`config.mk`:
```
export PLATFORM = sky130hd
export DESIGN_NAME = rgb_gray_sobel_edge_flat
export DESIGN_NICKNAME = d
export VERILOG_FILES = /design/src/sv/rgbse_pkg.sv /design/src/sv/rgbse_pix_if.sv /design/src/sv/rgbse_res_if.sv /design/src/sv/rgbse_front.sv /design/src/sv/rgbse_queue.sv /design/src/sv/rgbse_back.sv /design/src/sv/rgb_gray_sobel_edge.sv /design/src/flat_wrapper.sv
export SDC_FILE = /design/constraint.sdc
export NUM_CORES = 2
export LEC_CHECK = 0
export BUFFER_PORTS_ARGS = -buffer_cell sky130_fd_sc_hd__buf_4
export CAP_MARGIN = 20
export CORE_MARGIN = 1.5
export CORE_UTILIZATION = 64
export DETAILED_ROUTE_END_ITERATION = 6
export HOLD_SLACK_MARGIN = 0.1
export PLACE_DENSITY = 0.8
export SLEW_MARGIN = 0
export SYNTH_ARGS = -nofsm -noshare
export SYNTH_HDL_FRONTEND = slang
export SYNTH_SLANG_ARGS = --single-unit
export TNS_END_PERCENT = 10
```
`constraint.sdc`:
```
create_clock -name clk -period 9.2 [get_ports clk]
set_input_delay 0 -clock clk [delete_from_list [all_inputs] [get_ports clk]]
set_output_delay 0 -clock clk [all_outputs]
set_load 0.05 [all_outputs]
```
`src/sv/rgbse_pkg.sv`:
```
// ----------------------------------------------------------------------------
// rgbse_pkg
// Types and constants of the RGB to gray Sobel edge detector.
// ----------------------------------------------------------------------------
package rgbse_pkg;

    // Gray conversion weights
    localparam logic [7:0] GRAY_WEIGHT_RED   = 8'd77;
    localparam logic [7:0] GRAY_WEIGHT_GREEN = 8'd150;
    localparam logic [7:0] GRAY_WEIGHT_BLUE  = 8'd29;
    localparam logic [7:0] MAG_SATURATED     = 8'd255;

    // Configuration register indexes
    localparam logic CFG_IMAGE_WIDTH  = 1'b0;
    localparam logic CFG_IMAGE_HEIGHT = 1'b1;

    localparam int CFG_DATA_WIDTH = 13;
    localparam int MAX_HEIGHT     = 4096;

    // One window position sent from front to back
    typedef struct packed {
        logic [7:0]  p0;
        logic [7:0]  p1;
        logic [7:0]  p2;
        logic [7:0]  p3;
        logic [7:0]  p5;
        logic [7:0]  p6;
        logic [7:0]  p7;
        logic [7:0]  p8;
        logic [5:0]  pixel_column;
        logic [11:0] pixel_row;
        logic        frame_last;
    } window_entry_t;

    // Back end sequencer, one-hot
    typedef enum logic [4:0] {
        BK_IDLE = 5'b00001,
        BK_SQR  = 5'b00010,
        BK_ROOT = 5'b00100,
        BK_DONE = 5'b01000,
        BK_GRAD = 5'b10000
    } back_state_t;

endpackage

```
`src/sv/rgbse_pix_if.sv`:
```
// ----------------------------------------------------------------------------
// rgbse_pix_if
// Pixel input channel. The edge result channel is rgbse_res_if, in its own file.
// ----------------------------------------------------------------------------
interface rgbse_pix_if;
    logic       valid;
    logic       ready;
    logic [7:0] red;
    logic [7:0] green;
    logic [7:0] blue;
    logic       frame_start;

    modport source (output valid, red, green, blue, frame_start, input ready);
    modport sink   (input valid, red, green, blue, frame_start, output ready);
endinterface

```
`src/sv/rgbse_res_if.sv`:
```
// ----------------------------------------------------------------------------
// rgbse_res_if
// Edge result channel.
// ----------------------------------------------------------------------------
interface rgbse_res_if;
    logic        valid;
    logic        ready;
    logic [5:0]  pixel_column;
    logic [11:0] pixel_row;
    logic [7:0]  edge_magnitude;
    logic        frame_last;

    modport source (output valid, pixel_column, pixel_row, edge_magnitude, frame_last,
                    input ready);
    modport sink   (input valid, pixel_column, pixel_row, edge_magnitude, frame_last,
                    output ready);
endinterface

```
`src/sv/rgbse_front.sv`:
```
// ----------------------------------------------------------------------------
// rgbse_front
// Gray conversion, position counters, line stores and 3x3 window.
// ----------------------------------------------------------------------------
module rgbse_front #(
    parameter int MAX_WIDTH = 64
) (
    input  logic                         clk,
    input  logic                         rst_n,
    rgbse_pix_if.sink                    pix,
    input  logic [6:0]                   image_width,
    input  logic [12:0]                  image_height,
    output logic                         q_valid,
    input  logic                         q_ready,
    output rgbse_pkg::window_entry_t     q_data
);
    import rgbse_pkg::*;

    localparam int CW  = $clog2(MAX_WIDTH);
    localparam int WW0 = $clog2(MAX_WIDTH + 1);
    localparam int WW  = (WW0 > 7) ? WW0 : 7;

    logic [CW-1:0] col_reg;
    logic [11:0]   row_reg;
    logic [CW-1:0] col_next;
    logic [11:0]   row_next;
    logic [CW-1:0] c_in;
    logic [11:0]   r_in;
    logic [WW-1:0] w_eff;
    logic [12:0]   h_eff;
    logic          accept;

    // Line stores
    logic [7:0] older_mem [MAX_WIDTH];
    logic [7:0] newer_mem [MAX_WIDTH];
    logic [7:0] older_rd_reg;
    logic [7:0] newer_rd_reg;

    // Second stage
    logic          b_valid_reg;
    logic [7:0]    b_gray_reg;
    logic [CW-1:0] b_col_reg;
    logic          b_interior_reg;
    logic [5:0]    b_out_col_reg;
    logic [11:0]   b_out_row_reg;
    logic          b_last_reg;
    logic          fwd_reg;
    logic [7:0]    fwd_top_reg;
    logic [7:0]    fwd_mid_reg;
    logic [7:0]    b_top;
    logic [7:0]    b_mid;
    logic          b_fire;

    logic [7:0] win_reg  [9];
    logic [7:0] win_next [9];

    logic [15:0] gray_sum;
    logic [7:0]  gray;

    // Effective sizes
    always_comb
    begin
        if (WW'(image_width) < WW'(3))
            w_eff = WW'(3);
        else if (WW'(image_width) > WW'(MAX_WIDTH))
            w_eff = WW'(MAX_WIDTH);
        else
            w_eff = WW'(image_width);
        if (image_height < 13'd3)
            h_eff = 13'd3;
        else if (image_height > 13'(MAX_HEIGHT))
            h_eff = 13'(MAX_HEIGHT);
        else
            h_eff = image_height;
    end

    assign c_in = pix.frame_start ? '0 : col_reg;
    assign r_in = pix.frame_start ? '0 : row_reg;

    assign b_fire    = b_valid_reg && (!b_interior_reg || q_ready);
    assign pix.ready = !b_valid_reg || b_fire;
    assign accept    = pix.valid && pix.ready;

    // Gray value
    assign gray_sum = 16'(pix.red) * 16'(GRAY_WEIGHT_RED)
                    + 16'(pix.green) * 16'(GRAY_WEIGHT_GREEN)
                    + 16'(pix.blue) * 16'(GRAY_WEIGHT_BLUE);
    assign gray = gray_sum[15:8];

    // Position counters wrap at row and frame end
    always_comb
    begin
        col_next = col_reg;
        row_next = row_reg;
        if (accept)
        begin
            if (WW'(c_in) + WW'(1) >= w_eff)
            begin
                col_next = '0;
                row_next = (13'(r_in) + 13'd1 >= h_eff) ? 12'd0 : r_in + 12'd1;
            end
            else
            begin
                col_next = c_in + CW'(1);
                row_next = r_in;
            end
        end
    end

    always_ff @(posedge clk or negedge rst_n)
    begin
        if (!rst_n)
        begin
            col_reg <= '0;
            row_reg <= '0;
        end
        else
        begin
            col_reg <= col_next;
            row_reg <= row_next;
        end
    end

    // Read data with forwarding of the write in flight
    assign b_top = fwd_reg ? fwd_top_reg : older_rd_reg;
    assign b_mid = fwd_reg ? fwd_mid_reg : newer_rd_reg;

    // Line store memories
    always_ff @(posedge clk)
    begin
        if (accept)
        begin
            older_rd_reg <= older_mem[c_in];
            newer_rd_reg <= newer_mem[c_in];
        end
        if (b_fire)
        begin
            older_mem[b_col_reg] <= b_mid;
            newer_mem[b_col_reg] <= b_gray_reg;
        end
    end

    // Stage two control
    always_ff @(posedge clk or negedge rst_n)
    begin
        if (!rst_n)
            b_valid_reg <= 1'b0;
        else if (accept)
            b_valid_reg <= 1'b1;
        else if (b_fire)
            b_valid_reg <= 1'b0;
    end

    // Stage two payload
    always_ff @(posedge clk)
    begin
        if (accept)
        begin
            b_gray_reg     <= gray;
            b_col_reg      <= c_in;
            b_interior_reg <= (c_in >= CW'(2)) && (r_in >= 12'd2);
            b_out_col_reg  <= 6'(c_in - CW'(1));
            b_out_row_reg  <= r_in - 12'd1;
            b_last_reg     <= (WW'(c_in) == w_eff - WW'(1)) && (13'(r_in) == h_eff - 13'd1);
            fwd_reg        <= b_fire && (b_col_reg == c_in);
            fwd_top_reg    <= b_mid;
            fwd_mid_reg    <= b_gray_reg;
        end
    end

    // Window shift
    always_comb
    begin
        for (int k = 0; k < 3; k++)
        begin
            win_next[k*3]     = win_reg[k*3+1];
            win_next[k*3 + 1] = win_reg[k*3+2];
        end
        win_next[2] = b_top;
        win_next[5] = b_mid;
        win_next[8] = b_gray_reg;
    end

    always_ff @(posedge clk or negedge rst_n)
    begin
        if (!rst_n)
        begin
            for (int k = 0; k < 9; k++)
                win_reg[k] <= 8'd0;
        end
        else if (b_fire)
        begin
            for (int k = 0; k < 9; k++)
                win_reg[k] <= win_next[k];
        end
    end

    // Request to the queue
    assign q_valid = b_valid_reg && b_interior_reg;
    always_comb
    begin
        q_data.p0           = win_next[0];
        q_data.p1           = win_next[1];
        q_data.p2           = win_next[2];
        q_data.p3           = win_next[3];
        q_data.p5           = win_next[5];
        q_data.p6           = win_next[6];
        q_data.p7           = win_next[7];
        q_data.p8           = win_next[8];
        q_data.pixel_column = b_out_col_reg;
        q_data.pixel_row    = b_out_row_reg;
        q_data.frame_last   = b_last_reg;
    end

endmodule

```
`src/sv/rgbse_queue.sv`:
```
// ----------------------------------------------------------------------------
// rgbse_queue
// Two-entry queue of window positions between front and back.
// ----------------------------------------------------------------------------
module rgbse_queue (
    input  logic                     clk,
    input  logic                     rst_n,
    input  logic                     in_valid,
    output logic                     in_ready,
    input  rgbse_pkg::window_entry_t in_data,
    output logic                     out_valid,
    input  logic                     out_ready,
    output rgbse_pkg::window_entry_t out_data
);
    import rgbse_pkg::*;

    window_entry_t slot_reg [2];
    logic          wr_ptr_reg;
    logic          rd_ptr_reg;
    logic [1:0]    count_reg;
    logic          push;
    logic          pop;

    assign in_ready  = (count_reg != 2'd2);
    assign out_valid = (count_reg != 2'd0);
    assign out_data  = slot_reg[rd_ptr_reg];
    assign push      = in_valid && in_ready;
    assign pop       = out_valid && out_ready;

    // Pointers and fill count
    always_ff @(posedge clk or negedge rst_n)
    begin
        if (!rst_n)
        begin
            wr_ptr_reg <= 1'b0;
            rd_ptr_reg <= 1'b0;
            count_reg  <= 2'd0;
        end
        else
        begin
            if (push)
                wr_ptr_reg <= !wr_ptr_reg;
            if (pop)
                rd_ptr_reg <= !rd_ptr_reg;
            if (push && !pop)
                count_reg <= count_reg + 2'd1;
            else if (pop && !push)
                count_reg <= count_reg - 2'd1;
        end
    end

    // Storage
    always_ff @(posedge clk)
    begin
        if (push)
            slot_reg[wr_ptr_reg] <= in_data;
    end

endmodule

```
`src/sv/rgbse_back.sv`:
```
// ----------------------------------------------------------------------------
// rgbse_back
// Sobel gradients, gradient energy and bit-serial square root.
// ----------------------------------------------------------------------------
module rgbse_back (
    input  logic                     clk,
    input  logic                     rst_n,
    input  logic                     q_valid,
    output logic                     q_ready,
    input  rgbse_pkg::window_entry_t q_data,
    rgbse_res_if.source              res
);
    import rgbse_pkg::*;

    back_state_t state_reg;
    back_state_t state_next;

    logic signed [10:0] gx_reg;
    logic signed [10:0] gy_reg;
    logic [21:0]        energy_reg;
    logic [7:0]         root_reg;
    logic [2:0]         idx_reg;
    logic [5:0]         col_reg;
    logic [11:0]        row_reg;
    logic               last_reg;

    logic [10:0] sum_r;
    logic [10:0] sum_l;
    logic [10:0] sum_b;
    logic [10:0] sum_t;
    logic [7:0]  cand;
    logic [15:0] cand_sq;
    logic        pop;

    assign q_ready = (state_reg == BK_IDLE);
    assign pop     = q_valid && q_ready;

    // Column and row weighted sums
    assign sum_r = 11'(q_data.p2) + {2'b0, q_data.p5, 1'b0} + 11'(q_data.p8);
    assign sum_l = 11'(q_data.p0) + {2'b0, q_data.p3, 1'b0} + 11'(q_data.p6);
    assign sum_b = 11'(q_data.p6) + {2'b0, q_data.p7, 1'b0} + 11'(q_data.p8);
    assign sum_t = 11'(q_data.p0) + {2'b0, q_data.p1, 1'b0} + 11'(q_data.p2);

    // Root trial bit
    assign cand    = root_reg | (8'd1 << idx_reg);
    assign cand_sq = 16'(cand) * 16'(cand);

    // Sequencer
    always_comb
    begin
        state_next = state_reg;
        case (state_reg)
            BK_IDLE: if (q_valid) state_next = BK_GRAD;
            BK_GRAD: state_next = BK_SQR;
            BK_SQR:  state_next = BK_ROOT;
            BK_ROOT: if (idx_reg == 3'd0 || energy_reg[21:16] != 6'd0) state_next = BK_DONE;
            BK_DONE: if (res.ready) state_next = BK_IDLE;
            default: state_next = BK_IDLE;
        endcase
    end

    always_ff @(posedge clk or negedge rst_n)
    begin
        if (!rst_n)
            state_reg <= BK_IDLE;
        else
            state_reg <= state_next;
    end

    // Datapath
    always_ff @(posedge clk)
    begin
        case (state_reg)
            BK_IDLE:
            begin
                if (pop)
                begin
                    gx_reg   <= $signed(sum_r - sum_l);
                    gy_reg   <= $signed(sum_b - sum_t);
                    col_reg  <= q_data.pixel_column;
                    row_reg  <= q_data.pixel_row;
                    last_reg <= q_data.frame_last;
                end
            end
            BK_GRAD:
            begin
                energy_reg <= 22'(gx_reg * gx_reg) + 22'(gy_reg * gy_reg);
            end
            BK_SQR:
            begin
                root_reg <= 8'd0;
                idx_reg  <= 3'd7;
            end
            BK_ROOT:
            begin
                if (energy_reg[21:16] != 6'd0)
                    root_reg <= MAG_SATURATED;
                else if (cand_sq <= energy_reg[15:0])
                    root_reg <= cand;
                idx_reg <= idx_reg - 3'd1;
            end
            default:
            begin
            end
        endcase
    end

    // Result channel
    assign res.valid          = (state_reg == BK_DONE);
    assign res.pixel_column   = col_reg;
    assign res.pixel_row      = row_reg;
    assign res.edge_magnitude = root_reg;
    assign res.frame_last     = last_reg;

endmodule

```
`src/sv/rgb_gray_sobel_edge.sv`:
```
// ----------------------------------------------------------------------------
// rgb_gray_sobel_edge
// RGB to gray conversion and 3x3 Sobel edge magnitude over a pixel stream.
// ----------------------------------------------------------------------------
//  channel     | dir | request contents
//  ------------+-----+-----------------------------------------------
//  pixel_in    | in  | red, green, blue, frame_start
//  result_out  | out | pixel_column, pixel_row, edge_magnitude, frame_last
//  cfg_*       | in  | write enable, register index, data
//
//  Pixels are taken one per cycle while the two-entry window queue has room.
//  Each interior result passes through the back end steps in order (gradients,
//  energy, one set-up step, eight root steps, output), with a single root step
//  when the energy saturates; the bit-serial square root sets the result rate.
//  Reset clears counters, window, queue and sequencer; line stores are not
//  cleared. A stalled result_out holds the back end and then fills the queue.
// ----------------------------------------------------------------------------
module rgb_gray_sobel_edge #(
    parameter int MAX_WIDTH = 64
) (
    input  logic                                  clk,
    input  logic                                  rst_n,
    rgbse_pix_if.sink                             pixel_in,
    rgbse_res_if.source                           result_out,
    input  logic                                  cfg_we,
    input  logic                                  cfg_index,
    input  logic [rgbse_pkg::CFG_DATA_WIDTH-1:0]  cfg_data
);
    import rgbse_pkg::*;

    logic [6:0]    image_width_reg;
    logic [12:0]   image_height_reg;
    logic          fq_valid;
    logic          fq_ready;
    window_entry_t fq_data;
    logic          qb_valid;
    logic          qb_ready;
    window_entry_t qb_data;

    // Configuration registers
    always_ff @(posedge clk or negedge rst_n)
    begin
        if (!rst_n)
        begin
            image_width_reg  <= 7'd64;
            image_height_reg <= 13'd64;
        end
        else if (cfg_we)
        begin
            case (cfg_index)
                CFG_IMAGE_WIDTH:  image_width_reg  <= cfg_data[6:0];
                CFG_IMAGE_HEIGHT: image_height_reg <= cfg_data[12:0];
                default:          image_width_reg  <= image_width_reg;
            endcase
        end
    end

    rgbse_front #(
        .MAX_WIDTH (MAX_WIDTH)
    ) u_front (
        .clk          (clk),
        .rst_n        (rst_n),
        .pix          (pixel_in),
        .image_width  (image_width_reg),
        .image_height (image_height_reg),
        .q_valid      (fq_valid),
        .q_ready      (fq_ready),
        .q_data       (fq_data)
    );

    rgbse_queue u_queue (
        .clk       (clk),
        .rst_n     (rst_n),
        .in_valid  (fq_valid),
        .in_ready  (fq_ready),
        .in_data   (fq_data),
        .out_valid (qb_valid),
        .out_ready (qb_ready),
        .out_data  (qb_data)
    );

    rgbse_back u_back (
        .clk     (clk),
        .rst_n   (rst_n),
        .q_valid (qb_valid),
        .q_ready (qb_ready),
        .q_data  (qb_data),
        .res     (result_out)
    );

endmodule

```
`src/flat_wrapper.sv`:
```
// flat-port wrapper written by rule: the top's interface ports become plain ports
module rgb_gray_sobel_edge_flat import rgbse_pkg::*;
#(
    parameter int MAX_WIDTH = 64
)
  (clk, rst_n, cfg_we, cfg_index, cfg_data, pixel_in_valid, pixel_in_red, pixel_in_green, pixel_in_blue, pixel_in_frame_start, pixel_in_ready, result_out_valid, result_out_pixel_column, result_out_pixel_row, result_out_edge_magnitude, result_out_frame_last, result_out_ready);
  rgbse_pix_if pixel_in_i ();
  rgbse_res_if result_out_i ();
  input  logic clk;
  input  logic rst_n;
  input  logic cfg_we;
  input  logic cfg_index;
  input  logic [rgbse_pkg::CFG_DATA_WIDTH-1:0] cfg_data;
  input wire logic [$bits(pixel_in_i.valid)-1:0] pixel_in_valid;
  input wire logic [$bits(pixel_in_i.red)-1:0] pixel_in_red;
  input wire logic [$bits(pixel_in_i.green)-1:0] pixel_in_green;
  input wire logic [$bits(pixel_in_i.blue)-1:0] pixel_in_blue;
  input wire logic [$bits(pixel_in_i.frame_start)-1:0] pixel_in_frame_start;
  output wire logic [$bits(pixel_in_i.ready)-1:0] pixel_in_ready;
  output wire logic [$bits(result_out_i.valid)-1:0] result_out_valid;
  output wire logic [$bits(result_out_i.pixel_column)-1:0] result_out_pixel_column;
  output wire logic [$bits(result_out_i.pixel_row)-1:0] result_out_pixel_row;
  output wire logic [$bits(result_out_i.edge_magnitude)-1:0] result_out_edge_magnitude;
  output wire logic [$bits(result_out_i.frame_last)-1:0] result_out_frame_last;
  input wire logic [$bits(result_out_i.ready)-1:0] result_out_ready;
  assign pixel_in_i.valid = pixel_in_valid;
  assign pixel_in_i.red = pixel_in_red;
  assign pixel_in_i.green = pixel_in_green;
  assign pixel_in_i.blue = pixel_in_blue;
  assign pixel_in_i.frame_start = pixel_in_frame_start;
  assign pixel_in_ready = pixel_in_i.ready;
  assign result_out_valid = result_out_i.valid;
  assign result_out_pixel_column = result_out_i.pixel_column;
  assign result_out_pixel_row = result_out_i.pixel_row;
  assign result_out_edge_magnitude = result_out_i.edge_magnitude;
  assign result_out_frame_last = result_out_i.frame_last;
  assign result_out_i.ready = result_out_ready;
  rgb_gray_sobel_edge #(.MAX_WIDTH(MAX_WIDTH)) u_core (.clk(clk), .rst_n(rst_n), .pixel_in(pixel_in_i), .result_out(result_out_i), .cfg_we(cfg_we), .cfg_index(cfg_index), .cfg_data(cfg_data));
endmodule
```
[Word level (Yosys, flattened, before mapping)]
Memories as Yosys holds them, arrays and structs flattened. A register that Yosys moved wholly into a read port is not among the register bits.
Cells that the tools add are included.
Word-level totals
  logic and storage cells: 147
  bits in writable memories: 1190
  memories: 3
  input port bits: 44
  output and inout bits: 29
  register bits after elaboration: 221
Cells by class
  eq/ne operators: 13
  magnitude comparators: 9
  add/subtract/negate cells: 24
  reductions and logical operators: 30
  shifts and indexed selects: 1
  multiply operators: 6
  bitwise logic cells: 2
  muxes and demuxes: 27
Memory list
  u_core.u_front.newer_mem: depth 64, bits a word 8, read ports 1, clocked after memory_dff 1, wr ports 1, line rgbse_front.sv:35  | logic [7:0] newer_mem [MAX_WIDTH];
  u_core.u_front.older_mem: depth 64, bits a word 8, read ports 1, clocked after memory_dff 1, wr ports 1, line rgbse_front.sv:34  | logic [7:0] older_mem [MAX_WIDTH];
  u_core.u_queue.slot_reg: depth 2, bits a word 83, read ports 1, clocked after memory_dff 0, wr ports 1, line rgbse_queue.sv:17  | window_entry_t slot_reg [2];
Operators with widths (number)
  10-bit by 8-bit adder with 11-bit output: 4
  11-bit by 11-bit multiplier with 22-bit output: 2
  8-bit by 9-bit adder with 10-bit output: 4
  12-bit two-way mux: 3
  8-bit two-way mux: 4
  8-bit by 7-bit multiplier with 15-bit output, second input constant: 2
  13-bit two-way mux: 2
  5-bit one-hot mux with 5 select lines: 1
  22-bit adder: 1
  11-bit subtractor: 2
  15-bit by 16-bit adder with 16-bit output: 1
  16-bit by 13-bit adder with 16-bit output: 1
  16-bit less-or-equal comparator: 1
  8-bit by 8-bit multiplier with 16-bit output: 1
  8-bit one-hot mux with 2 select lines: 1
  5-bit two-way mux: 3
  7-bit two-way mux: 2
  12-bit by 1-bit adder with 13-bit output, second input constant: 1
  12-bit by 13-bit == test with 1-bit output: 1
  13-bit >= comparator: 1
  13-bit greater-than comparator, second input constant: 1
  13-bit by 2-bit less-than comparator with 1-bit output, second input constant: 1
  8-bit by 5-bit multiplier with 13-bit output, second input constant: 1
  13-bit by 1-bit subtractor with 13-bit output, second input constant: 1
  other kinds (39): 70

[Depth between registers and ports, before layout]
  word-level depth: 7
  gate-level depth with buffers: 29
  depth with buffers taken out: 29

[Modules after synthesis]
A second synthesis with hierarchy kept.
Second synthesis, totals
  cell total of the unflattened synthesis: 5352
  area, all modules: 74163.6 µm²
Modules (own cells, without submodules)
  rgbse_front: cells each 3485, area an instance 51339.2 µm², instances 1, sequential area each 34438.0 µm²
  rgbse_back: cells each 1547, area an instance 15569.9 µm², instances 1, sequential area each 2348.5 µm²
  rgbse_queue: cells each 276, area an instance 6427.4 µm², instances 1, sequential area each 5084.9 µm²
  rgb_gray_sobel_edge: cells each 44, area an instance 827.0 µm², instances 1, sequential area each 503.0 µm²

[Worst setup path before layout]
OpenSTA, ideal clock, no wires.
  kind: register to register
  from: reg u_core.u_queue.count_reg[1]
  to: mem u_core.u_queue.slot_reg[0][0] in the netlist's numbering, enable pin
  path slack: 2.335 ns
  stages on the path, launching flop included: 3
  arrival time: 6.239 ns
  setup time: 0.627 ns
  period minus slack after synthesis: 6.865 ns
  required time: 8.573 ns
  buffers on the path: 0
  cells stage by stage: dfrtp_1 nor2b_1 nor3_1
Between the ends
  longest elaborated chain between the ends: 4
Ends and longest elaborated chain
  from (decl): line rgbse_queue.sv:20  | logic [1:0] count_reg;
  from (signal assigned): line rgbse_queue.sv:46  | count_reg <= count_reg + 2'd1;
  from (signal assigned): line rgbse_queue.sv:48  | count_reg <= count_reg - 2'd1;
  2-bit != test: line rgbse_queue.sv:24  | assign in_ready = (count_reg != 2'd2);
  1-bit logical AND: line rgbse_queue.sv:27  | assign push = in_valid && in_ready;
  1-bit two-way mux: line rgbse_queue.sv:55  | if (push)
  1-bit two-way mux (implied by the code): line rgbse_queue.sv:56  | slot_reg[wr_ptr_reg] <= in_data;
  to (decl): line rgbse_queue.sv:17
No other way between the ends.

[Worst setup path in the final report]
  from: reg u_core.u_back.idx_reg[1]
  to: reg u_core.u_back.root_reg[6] (netlist: u_core.u_back.res.edge_magnitude[6]), enable pin
Between the ends
  longest elaborated chain between the ends: 6
Ends and longest elaborated chain
  from (decl): line rgbse_back.sv:22  | logic [2:0] idx_reg;
  from (signal assigned): line rgbse_back.sv:100  | idx_reg <= idx_reg - 3'd1;
  1-bit by 3-bit << shifter with 8-bit output: line rgbse_back.sv:45  | assign cand = root_reg | (8'd1 << idx_reg);
  8-bit bitwise OR: line rgbse_back.sv:45
  8-bit by 8-bit multiplier with 16-bit output: line rgbse_back.sv:46  | assign cand_sq = 16'(cand) * 16'(cand);
  16-bit less-or-equal comparator: line rgbse_back.sv:98  | else if (cand_sq <= energy_reg[15:0])
  3-bit != test (no source line)
  2-bit AND reduction (no source line)
  to (signal assigned): line rgbse_back.sv:99  | root_reg <= cand;
  to (decl): line rgbse_back.sv:21  | logic [7:0] root_reg;
No other way between the ends.
A chain may end at the register's enable or synchronous reset.

==> key figures <==
Run status
  • Outcome: finished, final reports clean

Run
  • Max cap viols: 0

Setup path
  • Worst R2R End: u_core.u_back.res.edge_magnitude[6]
  • Worst-path cell chain: inv_1 > ha_1 > a21oi_1 > inv_1 > nand2_1 > inv_1 > fa_1 > fa_1 > inv_1 > fa_1 > fa_1 > inv_1 > ha_1 > or3_1 > o211a_1 > o21a_1 > o21a_1 > o41ai_1 > xnor2_1 > ha_1 > a211oi_1 > nand2_1 > nor2_1 > o31a_1
  • Critical path launch point type: register
  • Reg2reg start: u_core.u_back.idx_reg[1]
  • Crit Path Max Fanout: 8
  • Setup CP Type: register to register
  • R2R depth: 24
  • Worst path most repeated cell: inv_1
  • Crit path max-delay cell type: a21oi_1
  • Worst path required time: 9.61 ns
  • CP Capture Type: register
  • Max incr delay on CP: 0.55 ns
  • Flop2flop setup slack: 2.11 ns
  • CP arrival: 7.50 ns

Timing
  • Final Setup Violations: 0
  • Final period util: 77.09%
  • Minimum clock period after layout: 7.092 ns
  • Least-Margin Pin Slew: 1.180 ns
  • Max_slew headroom: 21.34%
  • Final clock skew: 0.04354 ns
  • Setup TNS Final: 0 ns
  • FMAX: 141.0 MHz
  • Slew Limit Fails: 0
  • RSZ-0062 raised after global routing: false
  • Fin. Hold Viols: 0

Synthesis
  • Post-synth cell types: 87
  • Syn Nets: 5869
  • Flop and latch count out of synthesis: 1427
  • Post-synth EDFFs: 1331
  • Largest family of logic cells by synthesized area: adder cells
  • Mux share of post-synthesis cell area: 6.963%
  • Syn Inst Count: 5179
  • Main synth FF type: edfxtp_1
  • Simple-Gate Fraction of Synth Area: 6.394%
  • Syn Area/Cell: 13.95 µm²
  • Netlist Area Pre-Place: 72250 µm²
  • Post-synthesis xor/xnor area fraction: 1.600%
  • Compound-Gate Fraction of Synth Area: 6.716%
  • Yosys Warn Count: 0
  • Async set-reset flop share out of synthesis: 6.727%
  • Adder and majority gate portion of the synthesized area: 15.11%
  • Register area share after synthesis: 58.65%

Drt
  • Final wirelength: 174500 µm
  • Initial DRT Pass Iterations: 6
  • Vias per inst: 6.317
  • DR iter-0 viols: 5907
  • Final ANT Viol Nets: 0
  • Wire per inst: 25.15 µm
  • Vias: 43820
  • DR DRC count: 0

CTS
  • Number of CTS-inserted buffers: 142
  • Post-CTS resize count: 0
  • CTS tree: built
  • Clock buffer depth: 3
  • Clk_lat worst skew: 0.78 ns
  • Post-CTS Repair Setup Buffers: 0
  • Clock transition at the registers of the reported paths: 0.06 ns
  • Root buffer cell: clkbuf_16
  • H-Tree Depth: 4
  • Clock sinks: 1427

Place
  • GP Congestion: 0.8821
  • Post-DP HPWL: 109300 µm
  • Number of port buffers: 72

Layout
  • Register Area: 42390 µm²
  • Final #Nets: 6010
  • Area Overhead vs Synth: 10.69%
  • Ant. Diodes: 0
  • Filler cells: 6955
  • Share of cells above drive strength 1: 12.45%
  • Leading cell types in the layout, fill and taps excluded: edfxtp_1 (1331), inv_1 (593), nand2_1 (418)
  • Multi-input logic area: 26660 µm²
  • Commonest non-fill, non-tap cell in the layout: edfxtp_1

Global routing
  • GRT overflow: 0
  • Global Route Usage Sum: 30.75%
  • Vias in the first global route: 45340
  • Largest net degree at the start of global routing: 69
  • Antenna violations before repair: 5
  • First-pass GRT wire length: 265900 µm

Floorplan
  • Die width: 339.0 µm
  • Initial core utilization: 64.40%
  • Die Y: 339.0 µm
  • # rows: 123
  • Die area: 114900 µm²
  • IO Count: 73
  • Core ar.: 112200 µm²

Min path
  • Hold Path Origin: pixel_in_green[6]
  • Hold Path Class: input port to register
  • Hold Path End: u_core.u_front.b_gray_reg[7]
  • Hold depth: 6
==> worst max-delay path: cells and delay by family (launching register included) <==
family / cells / cell delay [ns]
and+or+nand+nor: 4 / 0.73
xor gates and xnor gates: 1 / 0.15
buffers and inverters: 5 / 0.53
DFF: 1 / 0.39
adders and majority gates: 7 / 2.85
AOI/OAI and AO/OA: 7 / 2.09
==> metrics by stage <==
step	worst slack, ns	util, %	cell area, µm²	hold WS, ns	cells
after floorplan	2.335	-	72250	-0.2956	5179
after global placement	2.212	66.51	74620	0.09015	6631
after detailed placement	2.125	66.51	74620	0.1031	6632
after CTS	2.083	71.26	79950	0.1274	6936
after global routing	1.665	71.28	79970	0.2141	6937
final	2.108	71.28	79970	0.1613	6937
==> routing by layer <==
| layer | share of wire, % | global-route usage [%] | vias to the layer above |
|---|---|---|---|
| li1 | - | - | 18810 |
| met1 | 36 | 40.68 | 21910 |
| met2 | 49 | 51.12 | 2631 |
| met3 | 10 | 5.384 | 465 |
| met4 | 4.1 | 12.18 | 4 |
| met5 | 0.013 | 0 | - |
==> cell usage after synthesis, drive strengths merged, types with 29 or more instances <==
cell,count,share of area [%]
buf,109,0.72
a211oi,50,0.52
edfxtp,1331,55
clkbuf,130,0.72
o221ai,57,0.69
xor2,33,0.40
nor3,41,0.31
ha,268,4.6
nor2,218,1.1
mux4,66,2.1
xnor2,99,1.2
a22oi,35,0.36
o22ai,32,0.28
a31oi,31,0.27
nor2b,78,0.68
and2,50,0.43
mux2,137,2.1
inv,600,3.1
nand2,418,2.2
a21oi,204,1.4
o21ai,133,0.92
fa,378,10
a311oi,29,0.35
dfrtp,93,3.2
nand2b,41,0.36
nand3,68,0.47
a221oi,39,0.48
mux2i,200,2.8
==> layout make-up <==
class | count | share of cell area, %
Tap cell | 1500 | 2.347
Inverter | 601 | 2.825
Timing Repair Buffer | 236 | 2.397
Clock buffer | 178 | 4.778
Sequential cell | 1427 | 53.00
Multi-Input combinational cell | 2912 | 33.33
Clock inverter | 83 | 1.319
==> worst max path at each step <==
stage / from / to / slack (ns)
6_report: u_core.u_back.idx_reg[1] / u_core.u_back.res.edge_magnitude[6] / 2.11
5_1_grt: u_core.u_back.idx_reg[1] / u_core.u_back.res.edge_magnitude[1] / 1.67
4_1_cts: u_core.u_back.idx_reg[1] / u_core.u_back.res.edge_magnitude[6] / 2.08
3_5_place_dp: u_core.u_back.idx_reg[1] / u_core.u_back.res.edge_magnitude[6] / 2.13
3_3_place_gp: u_core.u_back.idx_reg[0] / u_core.u_back.res.edge_magnitude[2] / 2.21
2_1_floorplan: u_core.u_queue.count_reg[1] / u_core.u_queue.slot_reg[0][0] / 2.33
==> cell families (layout without fill, tap and decap cells) <==
logic type               after synthesis  after routing
AO/OA/AOI/OAI                        733            733
flip-flops                          1427           1427
multiplexers                         403            403
AND/OR/NAND/NOR                      998            998
buffers and inverters                840           1098
adder cells (fa/ha/maj)              646            646
XOR/XNOR                             132            132
==> timing repair <==
item	in CTS	in global routing
setup endpoints to repair	0	0
hold buffers	43	0
hold endpoints to repair	135	0
Power is left out: the tool's default activity adds up to more than one toggle a clock period on the data nets, which glitch-free logic cannot reach.
